`src/sv/assert_macros.svh`:
```
// assertion helpers used by the allocator rtl
`ifndef ASSERT_MACROS_SVH
`define ASSERT_MACROS_SVH

// expression must hold at every clock edge out of reset
`define ASSERT_ALWAYS(lbl, ck, rstn, expr) \
  lbl: assert property (@(posedge ck) disable iff (!rstn) (expr)) \
    else $error("assertion failed: always");

// consequent must hold in the cycle after the antecedent
`define ASSERT_NEXT(lbl, ck, rstn, ante, cons) \
  lbl: assert property (@(posedge ck) disable iff (!rstn) (ante) |=> (cons)) \
    else $error("assertion failed: next cycle");

// consequent must hold in the same cycle as the antecedent
`define ASSERT_SAME(lbl, ck, rstn, ante, cons) \
  lbl: assert property (@(posedge ck) disable iff (!rstn) (ante) |-> (cons)) \
    else $error("assertion failed: same cycle");

`endif

```
`src/sv/bfpa_pkg.sv`:
```
`timescale 1ns / 1ps

package bfpa_pkg;

  localparam int ID_W  = 8;
  localparam int REQ_W = 16;
  localparam int SUM_W = 20;

  typedef logic [ID_W-1:0]  id_t;
  typedef logic [REQ_W-1:0] req_t;
  typedef logic [SUM_W-1:0] sum_t;
  typedef logic [1:0]       code_t;

  // operation codes
  localparam code_t FN_CREATE = 2'd0;
  localparam code_t FN_ALLOC  = 2'd1;
  localparam code_t FN_FREE   = 2'd2;

  // result status codes
  localparam code_t ST_OK       = 2'd0;
  localparam code_t ST_NOFIT    = 2'd1;
  localparam code_t ST_NOTFOUND = 2'd2;
  localparam code_t ST_FULL     = 2'd3;

endpackage

```
`src/sv/bfpa_ram.sv`:
```
`timescale 1ns / 1ps

module bfpa_ram #(
  parameter int WIDTH = 24,
  parameter int DEPTH = 16
) (
  input  logic                                   clk,
  input  logic                                   we,
  input  logic [$clog2(DEPTH > 1 ? DEPTH : 2)-1:0] waddr,
  input  logic [WIDTH-1:0]                       wdata,
  input  logic                                   re,
  input  logic [$clog2(DEPTH > 1 ? DEPTH : 2)-1:0] raddr,
  output logic [WIDTH-1:0]                       rdata
);

  logic [WIDTH-1:0] mem [DEPTH];

  always_ff @(posedge clk) begin
    if (we) begin
      mem[waddr] <= wdata;
    end
    if (re) begin
      rdata <= mem[raddr];
    end
  end

endmodule

```
`src/sv/best_fit_partition_allocator.sv`:
```
`timescale 1ns / 1ps
// channel | ports                                         | direction
// input   | in_valid, in_stall, in_func, in_part_id,       | into block
//         | in_req_size                                    |
// result  | out_valid, out_stall, out_status,              | out of block
//         | out_granted_id, out_total_size, out_free_size, |
//         | out_used_size                                  |
//
// allocate and free walk the slot table one entry a cycle through the table ram
// (one read port, registered read); a free stops early at its first match.
// create and unknown ops skip the walk: they go straight to update, then finish.
// rst_n is synchronous, active low: empties the table, clears the sums.
// in_stall is high from a transfer until its result sits in the output register;
// a stalled output holds the block in its last step until the result is taken.

`include "assert_macros.svh"

module best_fit_partition_allocator #(
  parameter int SLOTS     = 16,
  parameter int SIZE_BITS = 16
) (
  input  logic                  clk,
  input  logic                  rst_n,
  input  logic                  in_valid,
  output logic                  in_stall,
  input  bfpa_pkg::code_t       in_func,
  input  bfpa_pkg::id_t         in_part_id,
  input  bfpa_pkg::req_t        in_req_size,
  output logic                  out_valid,
  input  logic                  out_stall,
  output bfpa_pkg::code_t       out_status,
  output bfpa_pkg::id_t         out_granted_id,
  output bfpa_pkg::sum_t        out_total_size,
  output bfpa_pkg::sum_t        out_free_size,
  output bfpa_pkg::sum_t        out_used_size
);

  localparam int AW = (SLOTS > 1) ? $clog2(SLOTS) : 1;
  localparam int CW = $clog2(SLOTS + 1);
  localparam int RW = bfpa_pkg::ID_W + SIZE_BITS;

  typedef enum logic [1:0] {
    S_IDLE,
    S_SCAN,
    S_UPDATE,
    S_FINISH
  } state_t;

  typedef logic [SIZE_BITS-1:0] size_t;

  // sequencer and operand registers
  state_t          state_r, state_nxt;
  bfpa_pkg::code_t func_r, func_nxt;
  bfpa_pkg::id_t   id_r, id_nxt;
  size_t           need_r, need_nxt;

  // scan registers
  logic [CW-1:0]   idx_r, idx_nxt;
  logic            rd_pend_r, rd_pend_nxt;
  logic [AW-1:0]   rd_slot_r, rd_slot_nxt;
  logic            found_r, found_nxt;
  logic [AW-1:0]   best_slot_r, best_slot_nxt;
  size_t           best_size_r, best_size_nxt;
  bfpa_pkg::id_t   best_id_r, best_id_nxt;

  // table bookkeeping
  logic [CW-1:0]   count_r, count_nxt;
  logic [SLOTS-1:0] used_r, used_nxt;
  bfpa_pkg::sum_t  sum_total_r, sum_total_nxt;
  bfpa_pkg::sum_t  sum_used_r, sum_used_nxt;

  // staged result
  bfpa_pkg::code_t status_r, status_nxt;
  bfpa_pkg::id_t   granted_r, granted_nxt;

  // output register
  logic            out_valid_r, out_valid_nxt;
  bfpa_pkg::code_t out_status_r, out_status_nxt;
  bfpa_pkg::id_t   out_granted_r, out_granted_nxt;
  bfpa_pkg::sum_t  out_total_r, out_total_nxt;
  bfpa_pkg::sum_t  out_free_r, out_free_nxt;
  bfpa_pkg::sum_t  out_used_r, out_used_nxt;

  // table ram
  logic            ram_we;
  logic            ram_re;
  logic [RW-1:0]   ram_rdata;
  size_t           rd_size;
  bfpa_pkg::id_t   rd_id;

  // shared adder
  size_t           op_size;
  bfpa_pkg::sum_t  op_ext;
  size_t           size_in;
  bfpa_pkg::sum_t  add_a, add_b, add_y;
  logic            add_sub;

  logic            issue;
  logic            rd_used;
  logic            alloc_hit;
  logic            free_hit;

  // request size trimmed or widened to the stored size width
  if (SIZE_BITS <= bfpa_pkg::REQ_W) begin : g_in_trim
    assign size_in = in_req_size[SIZE_BITS-1:0];
  end else begin : g_in_ext
    assign size_in = {{(SIZE_BITS - bfpa_pkg::REQ_W){1'b0}}, in_req_size};
  end

  // partition size brought to the sum width, wrapping like the sums
  if (SIZE_BITS <= bfpa_pkg::SUM_W) begin : g_op_ext
    assign op_ext = {{(bfpa_pkg::SUM_W - SIZE_BITS){1'b0}}, op_size};
  end else begin : g_op_trim
    assign op_ext = op_size[bfpa_pkg::SUM_W-1:0];
  end

  bfpa_ram #(
    .WIDTH (RW),
    .DEPTH (SLOTS)
  ) u_table (
    .clk   (clk),
    .we    (ram_we),
    .waddr (count_r[AW-1:0]),
    .wdata ({id_r, need_r}),
    .re    (ram_re),
    .raddr (idx_r[AW-1:0]),
    .rdata (ram_rdata)
  );

  assign rd_size = ram_rdata[SIZE_BITS-1:0];
  assign rd_id   = ram_rdata[RW-1:SIZE_BITS];

  // one read issued per scan cycle while slots remain
  assign issue  = (state_r == S_SCAN) && (idx_r < count_r);
  assign ram_re = issue;

  // compare the slot that came back from the ram last cycle
  assign rd_used   = used_r[rd_slot_r];
  assign alloc_hit = rd_pend_r && !rd_used && (rd_size >= need_r) &&
                     (!found_r || (rd_size < best_size_r));
  assign free_hit  = rd_pend_r && rd_used && (rd_id == id_r);

  // create adds its own size, allocate and free the chosen slot's size
  assign op_size = (func_r == bfpa_pkg::FN_CREATE) ? need_r : best_size_r;

  // one adder: sum update in the update step, free space in the finish step
  always_comb begin
    add_a   = sum_total_r;
    add_b   = sum_used_r;
    add_sub = 1'b1;
    if (state_r == S_UPDATE) begin
      add_a   = (func_r == bfpa_pkg::FN_CREATE) ? sum_total_r : sum_used_r;
      add_b   = op_ext;
      add_sub = (func_r == bfpa_pkg::FN_FREE);
    end
    add_y = add_a + (add_b ^ {bfpa_pkg::SUM_W{add_sub}}) +
            bfpa_pkg::sum_t'(add_sub);
  end

  always_comb begin
    state_nxt       = state_r;
    func_nxt        = func_r;
    id_nxt          = id_r;
    need_nxt        = need_r;
    idx_nxt         = idx_r;
    rd_pend_nxt     = rd_pend_r;
    rd_slot_nxt     = rd_slot_r;
    found_nxt       = found_r;
    best_slot_nxt   = best_slot_r;
    best_size_nxt   = best_size_r;
    best_id_nxt     = best_id_r;
    count_nxt       = count_r;
    used_nxt        = used_r;
    sum_total_nxt   = sum_total_r;
    sum_used_nxt    = sum_used_r;
    status_nxt      = status_r;
    granted_nxt     = granted_r;
    out_valid_nxt   = out_valid_r;
    out_status_nxt  = out_status_r;
    out_granted_nxt = out_granted_r;
    out_total_nxt   = out_total_r;
    out_free_nxt    = out_free_r;
    out_used_nxt    = out_used_r;
    ram_we          = 1'b0;

    // output register drains on a transfer
    if (out_valid_r && !out_stall) begin
      out_valid_nxt = 1'b0;
    end

    case (state_r)
      S_IDLE: begin
        if (in_valid) begin
          func_nxt    = in_func;
          id_nxt      = in_part_id;
          need_nxt    = size_in;
          idx_nxt     = '0;
          found_nxt   = 1'b0;
          rd_pend_nxt = 1'b0;
          if (in_func == bfpa_pkg::FN_ALLOC || in_func == bfpa_pkg::FN_FREE) begin
            state_nxt = S_SCAN;
          end else begin
            state_nxt = S_UPDATE;
          end
        end
      end

      S_SCAN: begin
        rd_pend_nxt = issue;
        rd_slot_nxt = idx_r[AW-1:0];
        if (issue) begin
          idx_nxt = idx_r + CW'(1);
        end
        if (func_r == bfpa_pkg::FN_ALLOC) begin
          // best fit: keep the smallest size that is large enough
          if (alloc_hit) begin
            found_nxt     = 1'b1;
            best_slot_nxt = rd_slot_r;
            best_size_nxt = rd_size;
            best_id_nxt   = rd_id;
          end
          if (!issue) begin
            state_nxt = S_UPDATE;
          end
        end else begin
          // free: first used slot with a matching id ends the walk
          if (free_hit) begin
            found_nxt     = 1'b1;
            best_slot_nxt = rd_slot_r;
            best_size_nxt = rd_size;
            rd_pend_nxt   = 1'b0;
            state_nxt     = S_UPDATE;
          end else if (!issue) begin
            state_nxt = S_UPDATE;
          end
        end
      end

      S_UPDATE: begin
        status_nxt  = bfpa_pkg::ST_OK;
        granted_nxt = '0;
        case (func_r)
          bfpa_pkg::FN_CREATE: begin
            if (count_r == CW'(SLOTS)) begin
              status_nxt = bfpa_pkg::ST_FULL;
            end else begin
              ram_we                     = 1'b1;
              used_nxt[count_r[AW-1:0]]  = 1'b0;
              count_nxt                  = count_r + CW'(1);
              sum_total_nxt              = add_y;
            end
          end
          bfpa_pkg::FN_ALLOC: begin
            if (found_r) begin
              used_nxt[best_slot_r] = 1'b1;
              sum_used_nxt          = add_y;
              granted_nxt           = best_id_r;
            end else begin
              status_nxt = bfpa_pkg::ST_NOFIT;
            end
          end
          bfpa_pkg::FN_FREE: begin
            if (found_r) begin
              used_nxt[best_slot_r] = 1'b0;
              sum_used_nxt          = add_y;
            end else begin
              status_nxt = bfpa_pkg::ST_NOTFOUND;
            end
          end
          default: begin
            // unknown op: no change, report the sums
          end
        endcase
        state_nxt = S_FINISH;
      end

      S_FINISH: begin
        // wait for room in the output register
        if (!out_valid_r || !out_stall) begin
          out_valid_nxt   = 1'b1;
          out_status_nxt  = status_r;
          out_granted_nxt = granted_r;
          out_total_nxt   = sum_total_r;
          out_free_nxt    = add_y;
          out_used_nxt    = sum_used_r;
          state_nxt       = S_IDLE;
        end
      end

      default: begin
        state_nxt = S_IDLE;
      end
    endcase
  end

  always_ff @(posedge clk) begin
    if (!rst_n) begin
      state_r     <= S_IDLE;
      rd_pend_r   <= 1'b0;
      count_r     <= '0;
      used_r      <= '0;
      sum_total_r <= '0;
      sum_used_r  <= '0;
      out_valid_r <= 1'b0;
    end else begin
      state_r     <= state_nxt;
      rd_pend_r   <= rd_pend_nxt;
      count_r     <= count_nxt;
      used_r      <= used_nxt;
      sum_total_r <= sum_total_nxt;
      sum_used_r  <= sum_used_nxt;
      out_valid_r <= out_valid_nxt;
    end
    func_r        <= func_nxt;
    id_r          <= id_nxt;
    need_r        <= need_nxt;
    idx_r         <= idx_nxt;
    rd_slot_r     <= rd_slot_nxt;
    found_r       <= found_nxt;
    best_slot_r   <= best_slot_nxt;
    best_size_r   <= best_size_nxt;
    best_id_r     <= best_id_nxt;
    status_r      <= status_nxt;
    granted_r     <= granted_nxt;
    out_status_r  <= out_status_nxt;
    out_granted_r <= out_granted_nxt;
    out_total_r   <= out_total_nxt;
    out_free_r    <= out_free_nxt;
    out_used_r    <= out_used_nxt;
  end

  assign in_stall       = (state_r != S_IDLE);
  assign out_valid      = out_valid_r;
  assign out_status     = out_status_r;
  assign out_granted_id = out_granted_r;
  assign out_total_size = out_total_r;
  assign out_free_size  = out_free_r;
  assign out_used_size  = out_used_r;

  // a transfer in makes the block busy on the next cycle
  `ASSERT_NEXT(a_busy_after_in, clk, rst_n, in_valid && !in_stall, in_stall)
  // the table never holds more partitions than it has slots
  `ASSERT_ALWAYS(a_count_range, clk, rst_n, count_r <= CW'(SLOTS))
  // the scan index never runs past the filled part of the table
  `ASSERT_SAME(a_scan_bound, clk, rst_n, state_r == S_SCAN, idx_r <= count_r)
  // a granted id only comes with a successful result
  `ASSERT_SAME(a_grant_ok, clk, rst_n, out_valid && (out_status != bfpa_pkg::ST_OK),
               out_granted_id == '0)

endmodule

```
`config.mk`:
```
export PLATFORM = sky130hd
export DESIGN_NAME = best_fit_partition_allocator
export DESIGN_NICKNAME = d
export VERILOG_FILES = /design/src/sv/bfpa_pkg.sv /design/src/sv/bfpa_ram.sv /design/src/sv/best_fit_partition_allocator.sv
export VERILOG_INCLUDE_DIRS = /design/src /design/src/sv
export SDC_FILE = /design/constraint.sdc
export NUM_CORES = 1
export LEC_CHECK = 0
export BUFFER_PORTS_ARGS = -buffer_cell sky130_fd_sc_hd__buf_2
export CAP_MARGIN = 20
export CORE_MARGIN = 1
export CORE_UTILIZATION = 55
export CTS_CLUSTER_DIAMETER = 80
export DETAILED_ROUTE_END_ITERATION = 8
export GPL_TIMING_DRIVEN = 0
export PLACE_DENSITY = 0.72
export SYNTH_ARGS = -nofsm -noshare
export SYNTH_HDL_FRONTEND = slang
export SYNTH_SLANG_ARGS = --single-unit
```
`constraint.sdc`:
```
create_clock -name clk -period 6.7 [get_ports clk]
set_input_delay 0.67 -clock clk [delete_from_list [all_inputs] [get_ports clk]]
set_output_delay 0.67 -clock clk [all_outputs]
set_load 0.01 [all_outputs]
```
Yosys cells after proc, flatten, opt, wreduce, memory -nomap -nowiden
Memories as Yosys holds them, arrays and structs flattened. A register that Yosys moved wholly into a read port is not among the register bits.
Cells that the tools add are included.
{"block": "totals", "wordCells": 147, "register_bits": 209, "memories": 1, "ram_bits": 384}
{"block": "classes", "magnitude_cmp": 8, "muxes": 51, "n_eq_ne": 18, "n_bitwise": 7, "addsub": 4, "reduce_logical": 35}
{"memory": "u_table.mem", "words": 16, "word_bits": 24, "read_ports": 1, "rd_clocked_by_memory_dff": 1, "wr": 1, "line": "bfpa_ram.sv:16", "source": "logic [WIDTH-1:0] mem [DEPTH];"}
{"operator": "$mux W16", "count": 7}
{"operator": "$mux W20", "count": 3}
{"operator": "$pmux W16 S3", "count": 1}
{"operator": "$and A16 B16 Y16", "count": 2}
{"operator": "$not A16 Y16", "count": 2}
{"operator": "$add A20 B1 Y20", "count": 1}
{"operator": "$add A20 B20 Y20", "count": 1}
{"operator": "$xor A20 B20 Y20", "count": 1}
{"operator": "$mux W1", "count": 19}
{"operator": "$ge A16 B16 Y1", "count": 1}
{"operator": "$lt A16 B16 Y1", "count": 1}
{"operator": "$mux W2", "count": 8}
{"operator": "$or A16 B16 Y16", "count": 1}
{"operator": "$lt A4 B5 Y1 const B", "count": 3}
{"operator": "$reduce_and A3 Y1", "count": 5}
{"operator": "$ne A2 B2 Y1 const B", "count": 7}
{"operator": "$mux W4", "count": 3}
{"operator": "$add A5 B1 Y5 const B", "count": 2}
{"operator": "$mux W5", "count": 2}
{"operator": "$pmux W5 S2", "count": 1}
{"operator": "$reduce_and A2 Y1", "count": 5}
{"operator": "$logic_and A1 B1 Y1", "count": 9}
{"operator": "$demux W1 S4", "count": 2}
{"operator": "$eq A2 B2 Y1 const B", "count": 4}
{"operator": "other kinds (20)", "count": 32}

Logic depth before layout (Yosys ltp)
{"block": "depth", "depth_word": 9, "ltp_mapped": 17, "mapped_depth_nobuf": 14}

By module
From an unflattened synthesis, not the netlist that was laid out.
{"block": "hier_totals", "hier_cells": 1567, "area_unflattened_um2": 25559.5}
{"module": "bfpa_ram", "n_inst": 1, "cells_each": 636, "seq_area_each_um2": 12251.8, "area_per_inst_um2": 15170.8}
{"module": "best_fit_partition_allocator", "n_inst": 1, "cells_each": 931, "seq_area_each_um2": 5625.4, "area_per_inst_um2": 10388.7}

Worst setup path after synthesis
No wires, ideal clock.
{"block": "synth_timing", "path_kind": "register to register", "startpoint": "reg count_r[2]", "endpoint": "reg idx_r[0], enable pin", "path_stages_with_launch": 8, "path_buffers": 1, "arrival_time_ns": 4.455, "path_slack_ns": 1.933, "cell_sequence": "dfxtp_1 > clkbuf_1 > inv_1 > ha_1 > a21oi_1 > nor2_1 > a2111oi_1 > or2_2"}
{"block": "synth_via", "elab_chain_cells": 4}
{"element": "from (decl)", "line": "best_fit_partition_allocator.sv:67", "source": "logic [CW-1:0] count_r, count_nxt;"}
{"element": "from (signal assigned)", "line": "best_fit_partition_allocator.sv:308", "source": "count_r <= count_nxt;"}
{"element": "$lt A5 B5 Y1", "line": "best_fit_partition_allocator.sv:134", "source": "assign issue = (state_r == S_SCAN) && (idx_r < count_r);"}
{"element": "$logic_and A1 B1 Y1", "line": "best_fit_partition_allocator.sv:134"}
{"element": "$ne A2 B2 Y1 (no source line)"}
{"element": "$reduce_and A3 Y1 (no source line)"}
{"element": "to (signal assigned)", "line": "best_fit_partition_allocator.sv:317", "source": "idx_r <= idx_nxt;"}
{"element": "to (decl)", "line": "best_fit_partition_allocator.sv:58", "source": "logic [CW-1:0] idx_r, idx_nxt;"}
Every way passes these cells.
A chain may end at the register's enable or synchronous reset.

Final worst setup path
{"block": "layout_timing", "startpoint": "reg func_r[0]", "endpoint": "reg out_free_r[15], in the netlist out_free_size[15], data pin"}
{"block": "layout_via", "elab_chain_cells": 6, "word_cells_on_any_way": 10, "classes_between": "2 x add/sub; 1 x eq/ne; 5 x mux; 1 x bitwise; 1 x reduce/logical"}
{"element": "from (decl)", "line": "best_fit_partition_allocator.sv:53", "source": "bfpa_pkg::code_t func_r, func_nxt;"}
{"element": "from (signal assigned)", "line": "best_fit_partition_allocator.sv:314", "source": "func_r <= func_nxt;"}
{"element": "$logic_not A2 Y1", "line": "best_fit_partition_allocator.sv:144, best_fit_partition_allocator.sv:152"}
{"element": "$mux W16", "line": "best_fit_partition_allocator.sv:144", "source": "assign op_size = (func_r == bfpa_pkg::FN_CREATE) ? need_r : best_size_r;"}
{"element": "$mux W20", "line": "best_fit_partition_allocator.sv:151", "source": "if (state_r == S_UPDATE) begin"}
{"element": "$xor A20 B20 Y20", "line": "best_fit_partition_allocator.sv:156", "source": "add_y = add_a + (add_b ^ {bfpa_pkg::SUM_W{add_sub}}) +"}
{"element": "$add A20 B20 Y20", "line": "best_fit_partition_allocator.sv:156"}
{"element": "$add A20 B1 Y20 (*)", "line": "best_fit_partition_allocator.sv:156"}
{"element": "net add_y[15]", "line": "best_fit_partition_allocator.sv:95", "source": "bfpa_pkg::sum_t add_a, add_b, add_y;"}
{"element": "to (signal assigned)", "line": "best_fit_partition_allocator.sv:328", "source": "out_free_r <= out_free_nxt;"}
{"element": "to (decl)", "line": "best_fit_partition_allocator.sv:81", "source": "bfpa_pkg::sum_t out_free_r, out_free_nxt;"}
The timed path passes the listed nets; every way through them passes the cells marked *.

==> out/metrics.yaml <==
p_sw_share_pct: 26.37
grt_pass1_vias: 14370
placed_area_um2: 27190
power_density_nw_per_um2: 322.6
io_buffers: 100
num_antenna_cells: 0
post_cts_resized: 0
max-vdd-ir-drop_mv: 0.2666
finalCriticalPeriod_ps: 5152
p_seq_share_pct: 48.2
ys_seq_area_share_pct: 70.34
yosysMostFrequentCell: "edfxtp_1"
hold_class: "in -> reg"
clock.fmax_mhz: 194.1
cts_setup_buffers: 0
vias_per_cell: 6.121
cts_sinks: 617
arrival_ps: 5590
cp-end-kind: "flip-flop"
worstSetupEndpoint: "out_free_size[15]"
clk_path_buf_depth: 3
die_w_um: 217.0
post-synth-top-area-cell: "edfxtp_1"
clk-insertion-delay-late_ps: 630
path_max_fanout: 10
avgRoutedWirePerCell_um: 25.68
r2r_end: "out_free_size[15]"
cts_hold_buffers: 0
firstDrtPassIters: 5
root_buffer: "clkbuf_16"
clockPowerShare_pct: 35.5
nets: 1801
r2r_start: "func_r[0]"
hold_start: "in_req_size[1]"
synth_area_leaders: "edfxtp_1, mux4_2, dfxtp_1"
drc_errors: 0
fillers: 3175
max_cap_violations: 0
synth_flop_cell: "edfxtp_1"
start_util_pct: 55.88
grt-ovfl-total: 0
p_leak_nw: 9.906
io_pins: 102
reg2reg_depth: 14
dp_cells: 2243
rsz0062_at_grt: "false"
p_int_mw: 6.937
final_cell_area_um2: 29200
vias: 14420
netlist_area_um2: 25410
r2r_slack_ps: 1550
synthArstFlopShare_pct: 0
combinationalPowerShare_pct: 16.3
antenna_found_initial: 0
stdcell_count: 2356
clk_pin_slew_ps: 60
die-area_um2: 47070
crit_type: "reg -> reg"
drt_iter0_drc: 1262
tightest_slew_ps: 1091
die-height_um: 217.0
gp_congestion: 0.9151
start_kind: "flip-flop"
coreArea_um2: 45480
slew_headroom_pct: 27.09
grtUsageTotal_pct: 26.17
rows: 78
syn_inst: 1516
power_mw: 9.422
status: "complete, no violations"
ys_ff_latch: 617
hold-worst-slack_ps: 207.9
crit_start: "func_r[0]"
timing.final.crit_share_pct: 76.90
slew_violations: 0
drive_above_1_share_pct: 22.72
grt_max_degree: 35
dpl.hpwl_um: 39630
tritoncts: "yes"
finalHoldViolations: 0
grt_pass1_wl_um: 89910
synth_commonest_cells: "edfxtp_1, mux4_2, nand2_1"
ant_nets: 0
utilization_pct: 64.22
cts_buffers: 57
area_growth_pct: 14.91
wl_um: 60500
synth_top_area_share_pct: 65.22
htree_levels: 2
skew_ps: 15.46
setup_violations: 0
avgSynthCellArea_um2: 16.76
p_sw_mw: 2.485
syn_nets: 1609
ys_warn_count: 0
worstPathRequired_ps: 7130
synth_edf_count: 552
ys_types: 55
==> state kept, by name, summed over array words and instances, names as in the netlist, 16 cells and up <==
register	count
out_used_size	20
sum_used_r	20
used_r	16
u_table.rdata	24
need_r	16
best_size_r	16
u_table.mem	384
out_free_size	20
sum_total_r	20
out_total_size	20
==> metal layers <==
metal | wire [um] | GRT usage (%) | part of all wire [%]
met5 | 0 | 0 | 0
met3 | 3802 | 3.606 | 6.3
met4 | 1878 | 10.28 | 3.1
met2 | 30330 | 43.49 | 50
met1 | 24500 | 35.24 | 40
==> critical path, stage by stage (launching register included) <==
cell and delay, ps:
edfxtp_1 390, inv_1 80, ha_1 270, nor3b_1 400
clkbuf_1 570, buf_1 650, mux2_2 410, ha_1 270
clkbuf_1 350, nand2_1 200, or4_1 480, a21o_1 220
a21oi_1 320, nor2_1 90, xnor2_1 270
==> power groups by stage <==
| stage | combinational [mW] | sequential [mW] | clock, mW |
|---|---|---|---|
| 6_report | 1.54 | 4.54 | 3.34 |
| 5_1_grt | 1.65 | 4.56 | 3.52 |
| 4_1_cts | 1.51 | 4.54 | 3.39 |
| 3_5_place_dp | 1.50 | 4.62 | 0 |
| 3_3_place_gp | 1.46 | 4.62 | 0 |
| 2_1_floorplan | 1.04 | 4.58 | 0 |
==> final cells by class <==
type	count	area, um2	area share [%]
inverters	63	236.5	0.8097
repair buffers	133	982.2	3.363
clock buffers	70	1559	5.338
well taps	600	750.7	2.571
flip-flops and latches	617	17880	61.21
multi-input cells	764	7149	24.48
clock inverters	37	371.6	1.272
plain buffers	72	277.8	0.9511
==> worst min path at each step <==
stage	cells past startpoint	slack (ps)	to
2_1_floorplan	0	400	out_granted_id[0]
3_3_place_gp	0	400	out_status[1]
3_5_place_dp	0	400	out_granted_id[0]
4_1_cts	1	180	id_r[1]
5_1_grt	1	190	need_r[15]
6_report	1	210	need_r[1]
==> per-stage QoR <==
step,TNS (ps),setup WS (ps)
after floorplan,0,1933
after global placement,-25050,-1418
after detailed placement,0,1606
after CTS,0,1604
after global routing,0,1306
final,0,1548
==> cells in the final DEF, fill, tap and decap left out, drive strengths merged, types with 3 or more instances in the layout <==
master      n
clkinvlp    4
bufinv      6
inv        66
and2        4
mux4      125
or2         3
a21oi      79
o21ai      57
nand3      29
nor2b      16
ha         62
nand2      84
nor2       82
nand3b      4
clkinv     24
nor3       12
a311oi      3
buf       154
dfxtp      65
edfxtp    552
clkbuf    121
o211ai      5
a21o       14
and3       13
nand2b      7
xnor2      31
nand4      14
mux2i      17
mux2       21
xor2       18
or4         4
a211oi      8
a31oi       9
a32oi      17
==> cells by family (layout without fill, tap and decap cells) <==
kind of cell / after synthesis / count (layout) / share of synthesized area, %
AOI/OAI and AO/OA: 210 / 210 / 5.022
buffers and inverters: 135 / 375 / 2.023
muxes: 163 / 163 / 12.69
DFF: 617 / 617 / 70.34
and+or+nand+nor: 279 / 279 / 5.100
xor gates and xnor gates: 49 / 49 / 1.689
adders and majority gates: 63 / 63 / 3.131
(Power assumes the default switching activity.)
